===== src/rtl/core/knck_pkg.sv =====
// shared types and constants of the k-nearest candidate keeper
`timescale 1ns / 1ps

package knck_pkg;

  // count width of fill_count, capacity and the held count
  localparam int CNT_BITS = 7;
  localparam logic [CNT_BITS-1:0] CAP_RESET = 7'd32;

  // request kinds
  localparam int KIND_W = 2;
  localparam logic [KIND_W-1:0] KIND_START = 2'd0;
  localparam logic [KIND_W-1:0] KIND_CAND  = 2'd1;
  localparam logic [KIND_W-1:0] KIND_READ  = 2'd2;

  // config port
  localparam int PADDR_W = 3;
  localparam int PDATA_W = 32;

  // commands from the controller to the datapath
  typedef struct packed {
    logic load_item;
    logic load_query;
    logic dist_step;
    logic append;
    logic replace;
    logic scan;
    logic rd_issue;
    logic out_load;
    logic out_empty;
  } cmd_t;

  // status from the datapath to the controller
  typedef struct packed {
    logic dist_last;
    logic can_append;
    logic replace_ok;
    logic scan_busy;
    logic held_zero;
    logic rd_last;
    logic out_free;
  } sts_t;

endpackage


===== src/rtl/core/k_nearest_candidate_keeper.sv =====
// Keeps the k candidate points closest to a query point and reads them out.
// Input stream: s_tuser is the request kind (start, candidate, readout), s_tdata
// carries the point and its identifier. A start request loads the query and
// empties the store; a candidate request is folded into the store; a readout
// request streams the held entries in slot order on the m_ side, tlast on the
// final one, or one result with m_tuser (empty) set when nothing is held.
// One request is worked on at a time; s_tready is high only while idle.
// Start: done on acceptance. Candidate: accept, 4 multiply-accumulate steps
// over the three axes on one shared multiplier, then decide and write. A
// replacement in a full store is followed by a rescan of the store ram, one
// entry per cycle through its single read port.
// Readout: per entry a ram read, then the result register load once it is free.
// The result register decouples the sides: a stalled m_tready holds the current
// result and pauses the readout, while new requests are taken once the last
// result of a readout is in the register.
// Reset empties the store and sets capacity to 32; the store ram needs no
// clearing pass. capacity is written over the APB port at address 0.
`timescale 1ns / 1ps

module k_nearest_candidate_keeper #(
  parameter int MAX_K      = 32,
  parameter int COORD_BITS = 16,
  parameter int INDEX_BITS = 24,
  localparam int DIST_BITS  = 2 * COORD_BITS + 2,
  localparam int IN_DATA_W  = ((3 * COORD_BITS + INDEX_BITS + 7) / 8) * 8,
  localparam int OUT_DATA_W = ((DIST_BITS + INDEX_BITS + knck_pkg::CNT_BITS + 7) / 8) * 8
) (
  input  logic                                  clk,
  input  logic                                  rst,
  input  logic                                  s_tvalid,
  output logic                                  s_tready,
  // coord_x, coord_y, coord_z, point_index, zero pad
  input  logic [IN_DATA_W-1:0]                  s_tdata,
  // kind
  input  logic [knck_pkg::KIND_W-1:0]           s_tuser,
  output logic                                  m_tvalid,
  input  logic                                  m_tready,
  // dist_sq, entry_index, fill_count, zero pad
  output logic [OUT_DATA_W-1:0]                 m_tdata,
  // is_empty
  output logic                                  m_tuser,
  output logic                                  m_tlast,
  input  logic                                  psel,
  input  logic                                  penable,
  input  logic                                  pwrite,
  input  logic [knck_pkg::PADDR_W-1:0]          paddr,
  input  logic [knck_pkg::PDATA_W-1:0]          pwdata,
  output logic [knck_pkg::PDATA_W-1:0]          prdata,
  output logic                                  pready
);

  localparam int CNT_BITS   = knck_pkg::CNT_BITS;

  knck_pkg::cmd_t cmd;
  knck_pkg::sts_t sts;

  logic                  cfg_we;
  logic                  cap_sel;
  logic [CNT_BITS-1:0]   capacity;
  logic [DIST_BITS-1:0]  out_dist;
  logic [INDEX_BITS-1:0] out_index;
  logic [CNT_BITS-1:0]   out_fill;

  // register 0 is capacity and is aliased at words 1 to 3, words 4 to 7 are ignored
  assign cap_sel = (paddr[knck_pkg::PADDR_W-1] == 1'b0);
  assign pready  = 1'b1;
  assign cfg_we  = psel && penable && pwrite && pready && cap_sel;
  assign prdata  = cap_sel ? knck_pkg::PDATA_W'(capacity) : '0;

  knck_ctrl u_ctrl (
    .clk      (clk),
    .rst      (rst),
    .in_valid (s_tvalid),
    .in_ready (s_tready),
    .in_kind  (s_tuser),
    .sts      (sts),
    .cmd      (cmd)
  );

  knck_datapath #(
    .MAX_K      (MAX_K),
    .COORD_BITS (COORD_BITS),
    .INDEX_BITS (INDEX_BITS)
  ) u_dp (
    .clk       (clk),
    .rst       (rst),
    .cmd       (cmd),
    .sts       (sts),
    .in_x      (s_tdata[COORD_BITS-1:0]),
    .in_y      (s_tdata[2*COORD_BITS-1:COORD_BITS]),
    .in_z      (s_tdata[3*COORD_BITS-1:2*COORD_BITS]),
    .in_index  (s_tdata[3*COORD_BITS+INDEX_BITS-1:3*COORD_BITS]),
    .cfg_we    (cfg_we),
    .cfg_wdata (pwdata[CNT_BITS-1:0]),
    .capacity  (capacity),
    .out_ready (m_tready),
    .out_valid (m_tvalid),
    .out_dist  (out_dist),
    .out_index (out_index),
    .out_fill  (out_fill),
    .out_empty (m_tuser),
    .out_last  (m_tlast)
  );

  assign m_tdata = OUT_DATA_W'({out_fill, out_index, out_dist});

endmodule


===== src/rtl/core/knck_ram.sv =====
// generic simple dual-port ram with registered read
`timescale 1ns / 1ps

module knck_ram #(
  parameter int WIDTH = 58,
  parameter int DEPTH = 32,
  localparam int AW = (DEPTH > 1) ? $clog2(DEPTH) : 1
) (
  input  logic                 clk,
  input  logic                 we,
  input  logic [AW-1:0]        waddr,
  input  logic [WIDTH-1:0]     wdata,
  input  logic                 re,
  input  logic [AW-1:0]        raddr,
  output logic [WIDTH-1:0]     rdata
);

  logic [WIDTH-1:0] mem [DEPTH];

  always_ff @(posedge clk) begin
    if (we) begin
      mem[waddr] <= wdata;
    end
    if (re) begin
      rdata <= mem[raddr];
    end
  end

endmodule


===== src/rtl/core/knck_datapath.sv =====
// datapath: distance unit, candidate store, largest-entry tracking, result register
`timescale 1ns / 1ps

module knck_datapath #(
  parameter int MAX_K      = 32,
  parameter int COORD_BITS = 16,
  parameter int INDEX_BITS = 24
) (
  input  logic                              clk,
  input  logic                              rst,
  input  knck_pkg::cmd_t                    cmd,
  output knck_pkg::sts_t                    sts,
  input  logic signed [COORD_BITS-1:0]      in_x,
  input  logic signed [COORD_BITS-1:0]      in_y,
  input  logic signed [COORD_BITS-1:0]      in_z,
  input  logic [INDEX_BITS-1:0]             in_index,
  input  logic                              cfg_we,
  input  logic [knck_pkg::CNT_BITS-1:0]     cfg_wdata,
  output logic [knck_pkg::CNT_BITS-1:0]     capacity,
  input  logic                              out_ready,
  output logic                              out_valid,
  output logic [2*COORD_BITS+1:0]           out_dist,
  output logic [INDEX_BITS-1:0]             out_index,
  output logic [knck_pkg::CNT_BITS-1:0]     out_fill,
  output logic                              out_empty,
  output logic                              out_last
);

  localparam int CNT_BITS  = knck_pkg::CNT_BITS;
  localparam int DIST_BITS = 2 * COORD_BITS + 2;
  localparam int DIFF_BITS = COORD_BITS + 1;
  localparam int SQ_BITS   = 2 * COORD_BITS;
  localparam int SLOT_W    = (MAX_K > 1) ? $clog2(MAX_K) : 1;
  localparam int ENTRY_W   = DIST_BITS + INDEX_BITS;
  localparam logic [CNT_BITS-1:0] MAX_CNT = CNT_BITS'(MAX_K);
  localparam logic [1:0] AXIS_LAST = 2'd3;

  logic signed [COORD_BITS-1:0] cand_x, cand_y, cand_z;
  logic signed [COORD_BITS-1:0] query_x, query_y, query_z;
  logic [INDEX_BITS-1:0]        cand_index;
  logic [CNT_BITS-1:0]          held_count;
  logic [SLOT_W-1:0]            largest_slot;
  logic [DIST_BITS-1:0]         largest_dist;
  logic [1:0]                   axis;
  logic [SQ_BITS-1:0]           prod;
  logic                         prod_valid;
  logic [DIST_BITS-1:0]         acc;
  logic [CNT_BITS-1:0]          walk_cnt;
  logic                         rd_pend;
  logic [SLOT_W-1:0]            rd_slot;

  logic signed [COORD_BITS-1:0] sel_c, sel_q;
  logic [DIFF_BITS-1:0]         diff, diff_abs;
  logic [COORD_BITS-1:0]        mag;
  logic [SQ_BITS-1:0]           sq;
  logic [CNT_BITS-1:0]          k_eff;
  logic                         scan_issue;
  logic [SLOT_W-1:0]            held_slot;
  logic                         ram_we, ram_re;
  logic [SLOT_W-1:0]            ram_waddr;
  logic [ENTRY_W-1:0]           ram_rdata;
  logic [DIST_BITS-1:0]         rd_dist;
  logic [INDEX_BITS-1:0]        rd_index;

  // one squared axis difference per cycle through a shared multiplier
  always_comb begin
    case (axis)
      2'd0:    begin sel_c = cand_x; sel_q = query_x; end
      2'd1:    begin sel_c = cand_y; sel_q = query_y; end
      default: begin sel_c = cand_z; sel_q = query_z; end
    endcase
  end

  assign diff     = {sel_c[COORD_BITS-1], sel_c} - {sel_q[COORD_BITS-1], sel_q};
  assign diff_abs = diff[DIFF_BITS-1] ? (~diff + 1'b1) : diff;
  assign mag      = diff_abs[COORD_BITS-1:0];
  assign sq       = mag * mag;

  always_comb begin
    if (capacity == '0) begin
      k_eff = CNT_BITS'(1);
    end else if (capacity > MAX_CNT) begin
      k_eff = MAX_CNT;
    end else begin
      k_eff = capacity;
    end
  end

  assign held_slot  = held_count[SLOT_W-1:0];
  assign scan_issue = cmd.scan && (walk_cnt < held_count);
  assign rd_dist    = ram_rdata[DIST_BITS-1:0];
  assign rd_index   = ram_rdata[ENTRY_W-1:DIST_BITS];

  assign sts.dist_last  = (axis == AXIS_LAST);
  assign sts.can_append = (held_count < k_eff);
  assign sts.replace_ok = (held_count != '0) && (largest_dist > acc);
  assign sts.scan_busy  = (walk_cnt < held_count) || rd_pend;
  assign sts.held_zero  = (held_count == '0);
  assign sts.rd_last    = ((walk_cnt + CNT_BITS'(1)) == held_count);
  assign sts.out_free   = !out_valid || out_ready;

  assign ram_we    = cmd.append || cmd.replace;
  assign ram_waddr = cmd.append ? held_slot : largest_slot;
  assign ram_re    = scan_issue || cmd.rd_issue;

  knck_ram #(
    .WIDTH (ENTRY_W),
    .DEPTH (MAX_K)
  ) u_store (
    .clk   (clk),
    .we    (ram_we),
    .waddr (ram_waddr),
    .wdata ({cand_index, acc}),
    .re    (ram_re),
    .raddr (walk_cnt[SLOT_W-1:0]),
    .rdata (ram_rdata)
  );

  // payload registers
  always_ff @(posedge clk) begin
    if (cmd.load_item) begin
      cand_x     <= in_x;
      cand_y     <= in_y;
      cand_z     <= in_z;
      cand_index <= in_index;
      acc        <= '0;
    end else if (cmd.dist_step && prod_valid) begin
      acc <= acc + DIST_BITS'(prod);
    end
    if (cmd.dist_step) begin
      prod <= sq;
    end
    rd_slot <= walk_cnt[SLOT_W-1:0];
    if (cmd.out_load) begin
      out_dist  <= rd_dist;
      out_index <= rd_index;
      out_fill  <= held_count;
      out_empty <= 1'b0;
      out_last  <= sts.rd_last;
    end else if (cmd.out_empty) begin
      out_dist  <= '0;
      out_index <= '0;
      out_fill  <= '0;
      out_empty <= 1'b1;
      out_last  <= 1'b1;
    end
  end

  // control and state registers
  always_ff @(posedge clk) begin
    if (rst) begin
      capacity     <= knck_pkg::CAP_RESET;
      query_x      <= '0;
      query_y      <= '0;
      query_z      <= '0;
      held_count   <= '0;
      largest_slot <= '0;
      largest_dist <= '0;
      axis         <= '0;
      prod_valid   <= 1'b0;
      walk_cnt     <= '0;
      rd_pend      <= 1'b0;
      out_valid    <= 1'b0;
    end else begin
      if (cfg_we) begin
        capacity <= cfg_wdata;
      end
      if (cmd.load_query) begin
        query_x      <= in_x;
        query_y      <= in_y;
        query_z      <= in_z;
        held_count   <= '0;
        largest_slot <= '0;
      end
      if (cmd.load_item) begin
        axis       <= '0;
        prod_valid <= 1'b0;
        walk_cnt   <= '0;
      end else begin
        if (cmd.dist_step) begin
          axis       <= axis + 2'd1;
          prod_valid <= 1'b1;
        end
        if (scan_issue || cmd.out_load) begin
          walk_cnt <= walk_cnt + CNT_BITS'(1);
        end
      end
      if (cmd.append) begin
        held_count <= held_count + CNT_BITS'(1);
        // ties keep the earlier slot
        if (held_count == '0 || largest_dist < acc) begin
          largest_slot <= held_slot;
          largest_dist <= acc;
        end
      end else if (cmd.replace) begin
        largest_dist <= acc;
      end else if (rd_pend && rd_dist > largest_dist) begin
        largest_slot <= rd_slot;
        largest_dist <= rd_dist;
      end
      rd_pend <= scan_issue;
      if (cmd.out_load || cmd.out_empty) begin
        out_valid <= 1'b1;
      end else if (out_ready) begin
        out_valid <= 1'b0;
      end
    end
  end

endmodule


===== src/rtl/core/knck_ctrl.sv =====
// controller state machine of the k-nearest candidate keeper
`timescale 1ns / 1ps

module knck_ctrl (
  input  logic                          clk,
  input  logic                          rst,
  input  logic                          in_valid,
  output logic                          in_ready,
  input  logic [knck_pkg::KIND_W-1:0]   in_kind,
  input  knck_pkg::sts_t                sts,
  output knck_pkg::cmd_t                cmd
);

  localparam logic [2:0] ST_IDLE    = 3'd0;
  localparam logic [2:0] ST_DIST    = 3'd1;
  localparam logic [2:0] ST_DECIDE  = 3'd2;
  localparam logic [2:0] ST_SCAN    = 3'd3;
  localparam logic [2:0] ST_RD_REQ  = 3'd4;
  localparam logic [2:0] ST_RD_WAIT = 3'd5;
  localparam logic [2:0] ST_EMPTY   = 3'd6;

  logic [2:0] state, state_next;
  logic       accept;

  assign in_ready = (state == ST_IDLE);
  assign accept   = in_valid && in_ready;

  always_comb begin
    state_next = state;
    cmd        = '0;
    unique case (state)
      ST_IDLE: begin
        if (accept) begin
          cmd.load_item = 1'b1;
          case (in_kind)
            knck_pkg::KIND_START: cmd.load_query = 1'b1;
            knck_pkg::KIND_CAND:  state_next = ST_DIST;
            knck_pkg::KIND_READ:  state_next = sts.held_zero ? ST_EMPTY : ST_RD_REQ;
            default:              state_next = ST_IDLE;
          endcase
        end
      end
      ST_DIST: begin
        cmd.dist_step = 1'b1;
        if (sts.dist_last) begin
          state_next = ST_DECIDE;
        end
      end
      ST_DECIDE: begin
        if (sts.can_append) begin
          cmd.append = 1'b1;
          state_next = ST_IDLE;
        end else if (sts.replace_ok) begin
          cmd.replace = 1'b1;
          state_next  = ST_SCAN;
        end else begin
          state_next = ST_IDLE;
        end
      end
      ST_SCAN: begin
        cmd.scan = 1'b1;
        if (!sts.scan_busy) begin
          state_next = ST_IDLE;
        end
      end
      ST_RD_REQ: begin
        cmd.rd_issue = 1'b1;
        state_next   = ST_RD_WAIT;
      end
      ST_RD_WAIT: begin
        if (sts.out_free) begin
          cmd.out_load = 1'b1;
          state_next   = sts.rd_last ? ST_IDLE : ST_RD_REQ;
        end
      end
      ST_EMPTY: begin
        if (sts.out_free) begin
          cmd.out_empty = 1'b1;
          state_next    = ST_IDLE;
        end
      end
      default: state_next = ST_IDLE;
    endcase
  end

  always_ff @(posedge clk) begin
    if (rst) begin
      state <= ST_IDLE;
    end else begin
      state <= state_next;
    end
  end

endmodule


===== config.mk =====
export PLATFORM = sky130hd
export DESIGN_NAME = k_nearest_candidate_keeper
export DESIGN_NICKNAME = d
export VERILOG_FILES = /design/src/rtl/core/knck_pkg.sv /design/src/rtl/core/k_nearest_candidate_keeper.sv /design/src/rtl/core/knck_ram.sv /design/src/rtl/core/knck_datapath.sv /design/src/rtl/core/knck_ctrl.sv
export SDC_FILE = /design/constraint.sdc
export NUM_CORES = 2
export LEC_CHECK = 0
export ABC_AREA = 1
export BUFFER_PORTS_ARGS = -buffer_cell sky130_fd_sc_hd__buf_2
export CAP_MARGIN = 5
export CORE_ASPECT_RATIO = 0.5
export CORE_MARGIN = 2
export CORE_UTILIZATION = 45
export CTS_BUF_LIST = sky130_fd_sc_hd__clkbuf_4 sky130_fd_sc_hd__clkbuf_8
export DETAILED_ROUTE_END_ITERATION = 6
export SYNTH_ARGS = -nofsm -noshare
export SYNTH_HDL_FRONTEND = slang
export SYNTH_SLANG_ARGS = --single-unit

===== constraint.sdc =====
create_clock -name clk -period 11.7 [get_ports clk]
set_input_delay 1.755 -clock clk [delete_from_list [all_inputs] [get_ports clk]]
set_output_delay 1.755 -clock clk [all_outputs]
set_load 0.01 [all_outputs]

==> reports/results.tsv <==
stage	metric	value	unit
timing	Tmin final	9.60	ns
synthesis	complex-gate fraction of the synthesized area	12.0	%
cells_and_area	area of the multi-input gates	29400	sq um
route	Detailed Route WL	286	mm
place	DP Cell Count	11138	
die	Ports	225	
route	vias post-DR	67523	
cells_and_area	Layout Nets	9026	
place	Port Buf Inserts	164	
place	gpl congestion	0.843	
setup_path	worst-path fanout max	17	
synthesis	top-count cell post-synth	edfxtp_1	
route	routed len/inst	24.4	um
synthesis	Unique masters post-synth	59	
synthesis	Post-Syn Instances	8359	
setup_path	CP Capture Type	flip-flop	
clocking	Skew-Pair Late Insertion Delay	0.99	ns
synthesis	Synth Area per Inst	11.9	sq um
setup_path	slowest CP cell	xor2_2	
synthesis	Synth area leader	edfxtp_1	
route	drt via density	5.76	
synthesis	register area share after synthesis	66.3	%
synthesis	number of synthesized flops with an enable pin	2083	
timing	Hold Slack	0.451	ns
timing	final setup fails	0	
clocking	clock tree buffer depth	4	
synthesis	flops & latches, synth	2239	
clocking	Hold Buf Count CTS	0	
global_routing	first-pass GRT wire length	418	mm
clocking	TritonCTS clock tree	yes	
timing	Fmax	104	MHz
global_routing	met2 usage	39.2	%
synthesis	YS warnings	0	
synthesis	main area contributors after synthesis	edfxtp_1 (63%), o21ai_0 (5.8%), nor2_1 (5.7%), fa_1 (3.3%), dfxtp_1 (3.2%)	
route	Starting DRT DRC Count	7982	
global_routing	met1 Use GR	36.0	%
route	antenna viol nets, final	0	
hold_path	HP Class	flip-flop to flip-flop	
synthesis	asr flop ratio synth	0	%
cells_and_area	Fillers	19196	
clocking	number of CTS-inserted buffers	326	
timing	Final Hold Vio Count	0	
cells_and_area	share of layout cells above drive strength 1	10.8	%
cells_and_area	Seq. cell area	65700	sq um
setup_path	RR Startpoint	u_dp.axis[0]	
cells_and_area	Finished Layout Cells	11713	
die	Die Y	336	um
route	First-pass DRT Iterations	6	
synthesis	Synth top cells by count	edfxtp_1 (2083), nor2_1 (1512), o21ai_0 (1151)	
setup_path	Startpoint Class	flip-flop	
timing	Slew headroom	10.5	%
setup_path	critical setup path kind	flip-flop to flip-flop	
synthesis	ys flop type	edfxtp_1	
global_routing	gr usage total	25.0	%
place	detailed placement HPWL	154	mm
route	drt drc	0	
global_routing	pin count of the biggest net entering global routing	192	
clocking	postcts setup bufs	0	
global_routing	met3 Use GR	4.23	%
synthesis	Synth Area in Adders	6.23	%
setup_path	WP data arrival	10.24	ns
synthesis	Synth Area in Simple Gates	10.3	%
synthesis	XOR/XNOR Fraction of Synth Area	0.661	%
synthesis	mapped cell area	99100	sq um
timing	Pins Over Slew Limit	0	
timing	part of the cycle the worst path needs	82.1	%
setup_path	Max stage delay on crit path	0.71	ns
global_routing	number of global-route vias before repair	64470	
global_routing	total grt overflow	0	
setup_path	Reg2Reg Setup Slack	2.10	ns
cells_and_area	Layout area overhead	10.2	%
timing	Slew @ Worst Pin	1.34	ns
timing	Fin Setup TNS	0	ns
setup_path	Worst R2R Path Depth	36	
clocking	CTS sink cnt	2239	
outcome	outcome	completed	
timing	Worst Skew	0.131	ns
clocking	total number of H-tree levels	5	
die	Row Count	121	
setup_path	crit path launch	u_dp.axis[0]	
synthesis	post-synthesis mux area share	0	%
setup_path	CP endpoint	u_dp.prod[23]	
global_routing	busiest grt layer	met2	
timing	unrepaired setup endpoints after global routing	false	
clocking	root buf cell	clkbuf_8	
job	Max-Cap Viols	0	
die	Die Width	668	um
die	total core area	218000	sq um
setup_path	Crit path required time	12.33	ns
setup_path	Critical R2R Capture	u_dp.prod[23]	
setup_path	most frequent CP cell	fa_1	
synthesis	main combinational cell family by area after synthesis	compound AO/OA/AOI/OAI gates	
clocking	PostCTS Resize Cnt	0	
global_routing	initial antenna violation count	11	
clocking	Clk pin slew, worst setup/hold paths	0.07	ns
die	initial core utilization	45.4	%
die	die area	224000	sq um
synthesis	area share of the largest cell type after synthesis	63.1	%
==> cells in the final DEF, fill, tap and decap left out, types with 11 or more instances in the layout <==
cell	synthesis	layout
a22o_1	16	16
clkinv_2	0	45
a21oi_1	192	192
o221ai_1	337	337
conb_1	2	34
nand3_1	282	282
xnor2_1	20	20
inv_1	568	564
edfxtp_1	2083	2083
nor3_1	20	20
nor2_1	1512	1479
inv_2	21	20
clkbuf_4	0	98
a31oi_1	64	64
a22oi_1	12	12
clkinv_1	4	75
nor2_2	11	11
dfxtp_1	156	149
nand2_2	18	19
nor2_4	9	42
buf_4	40	141
buf_2	26	164
clkbuf_8	0	333
nand4_1	28	28
nand2_1	627	624
o211ai_1	11	11
o22ai_1	129	129
ha_1	233	233
o21ai_0	1151	1151
fa_1	163	163
xor2_1	48	48
a32oi_1	44	44
==> stage by stage <==
stage | util [%] | area [sq um] | setup slack, ns
2_1_floorplan | - | 99200 | 3.48
3_3_place_gp | 47.2 | 103000 | 2.11
3_5_place_dp | 47.2 | 103000 | 2.03
4_1_cts | 50.0 | 109000 | 2.03
5_1_grt | 50.0 | 109000 | 1.27
6_report | 50.0 | 109000 | 2.10
==> critical path: cells and delay by family, from the launching register on <==
family	cells	cell delay (ns)
AND/OR/NAND/NOR	16	2.55
XOR/XNOR	2	0.87
adder cells (fa/ha/maj)	10	4.19
AO/OA/AOI/OAI	3	0.69
flip-flops	1	0.39
buffers and inverters	5	0.67
==> flip-flops by register name, indices dropped and copies added, names as in the netlist, 16 cells and up <==
| signal | count |
|---|---|
| u_dp.acc | 34 |
| u_dp.cand_index | 24 |
| u_dp.cand_x | 16 |
| u_dp.cand_y | 16 |
| u_dp.cand_z | 16 |
| u_dp.largest_dist | 34 |
| u_dp.out_dist | 34 |
| u_dp.out_index | 24 |
| u_dp.prod | 31 |
| u_dp.query_x | 16 |
| u_dp.query_y | 16 |
| u_dp.query_z | 16 |
| u_dp.u_store.mem | 1856 |
| u_dp.u_store.rdata | 58 |
==> cell families (layout without fill, tap and decap cells) <==
| group | after synthesis | in the layout |
|---|---|---|
| adder cells (fa/ha/maj) | 396 | 396 |
| XOR/XNOR | 71 | 71 |
| buffers and inverters | 1113 | 1479 |
| other | 2 | 38 |
| flip-flops | 2239 | 2239 |
| AO/OA/AOI/OAI | 2001 | 2001 |
| AND/OR/NAND/NOR | 2537 | 2537 |
==> cell type report <==
class	count	area share [%]
inverter	596	2.09
clock buffer	431	4.87
sequential	2239	60.1
clock inverter	140	0.758
antenna	4	0.00916
tap	2952	3.38
timing repair buffer	312	1.85
multi-input combinational	5039	26.9
==> routing by layer <==
| layer | up-vias | share of wire, % |
|---|---|---|
| met1 | 33649 | 43 |
| met2 | 3049 | 45 |
| li1 | 30358 | - |
| met5 | - | 0.012 |
| met4 | 4 | 2.5 |
| met3 | 463 | 9.1 |
==> worst min path at each step <==
stage	startpoint	endpoint	slack [ns]	cells past startpoint
detailed placement	u_dp.prod_valid	u_dp.prod_valid	0.45	2
CTS	u_dp.prod_valid	u_dp.prod_valid	0.46	2
global placement	u_dp.prod_valid	u_dp.prod_valid	0.44	2
finish	u_dp.walk_cnt[3]	u_dp.rd_slot[3]	0.45	0
floorplan	u_dp.walk_cnt[3]	u_dp.rd_slot[3]	0.35	0
global route	u_dp.walk_cnt[3]	u_dp.rd_slot[3]	0.47	0
Power is not shown: default switching activity piles up to over one toggle a cycle in this logic, so the estimate is an artifact.
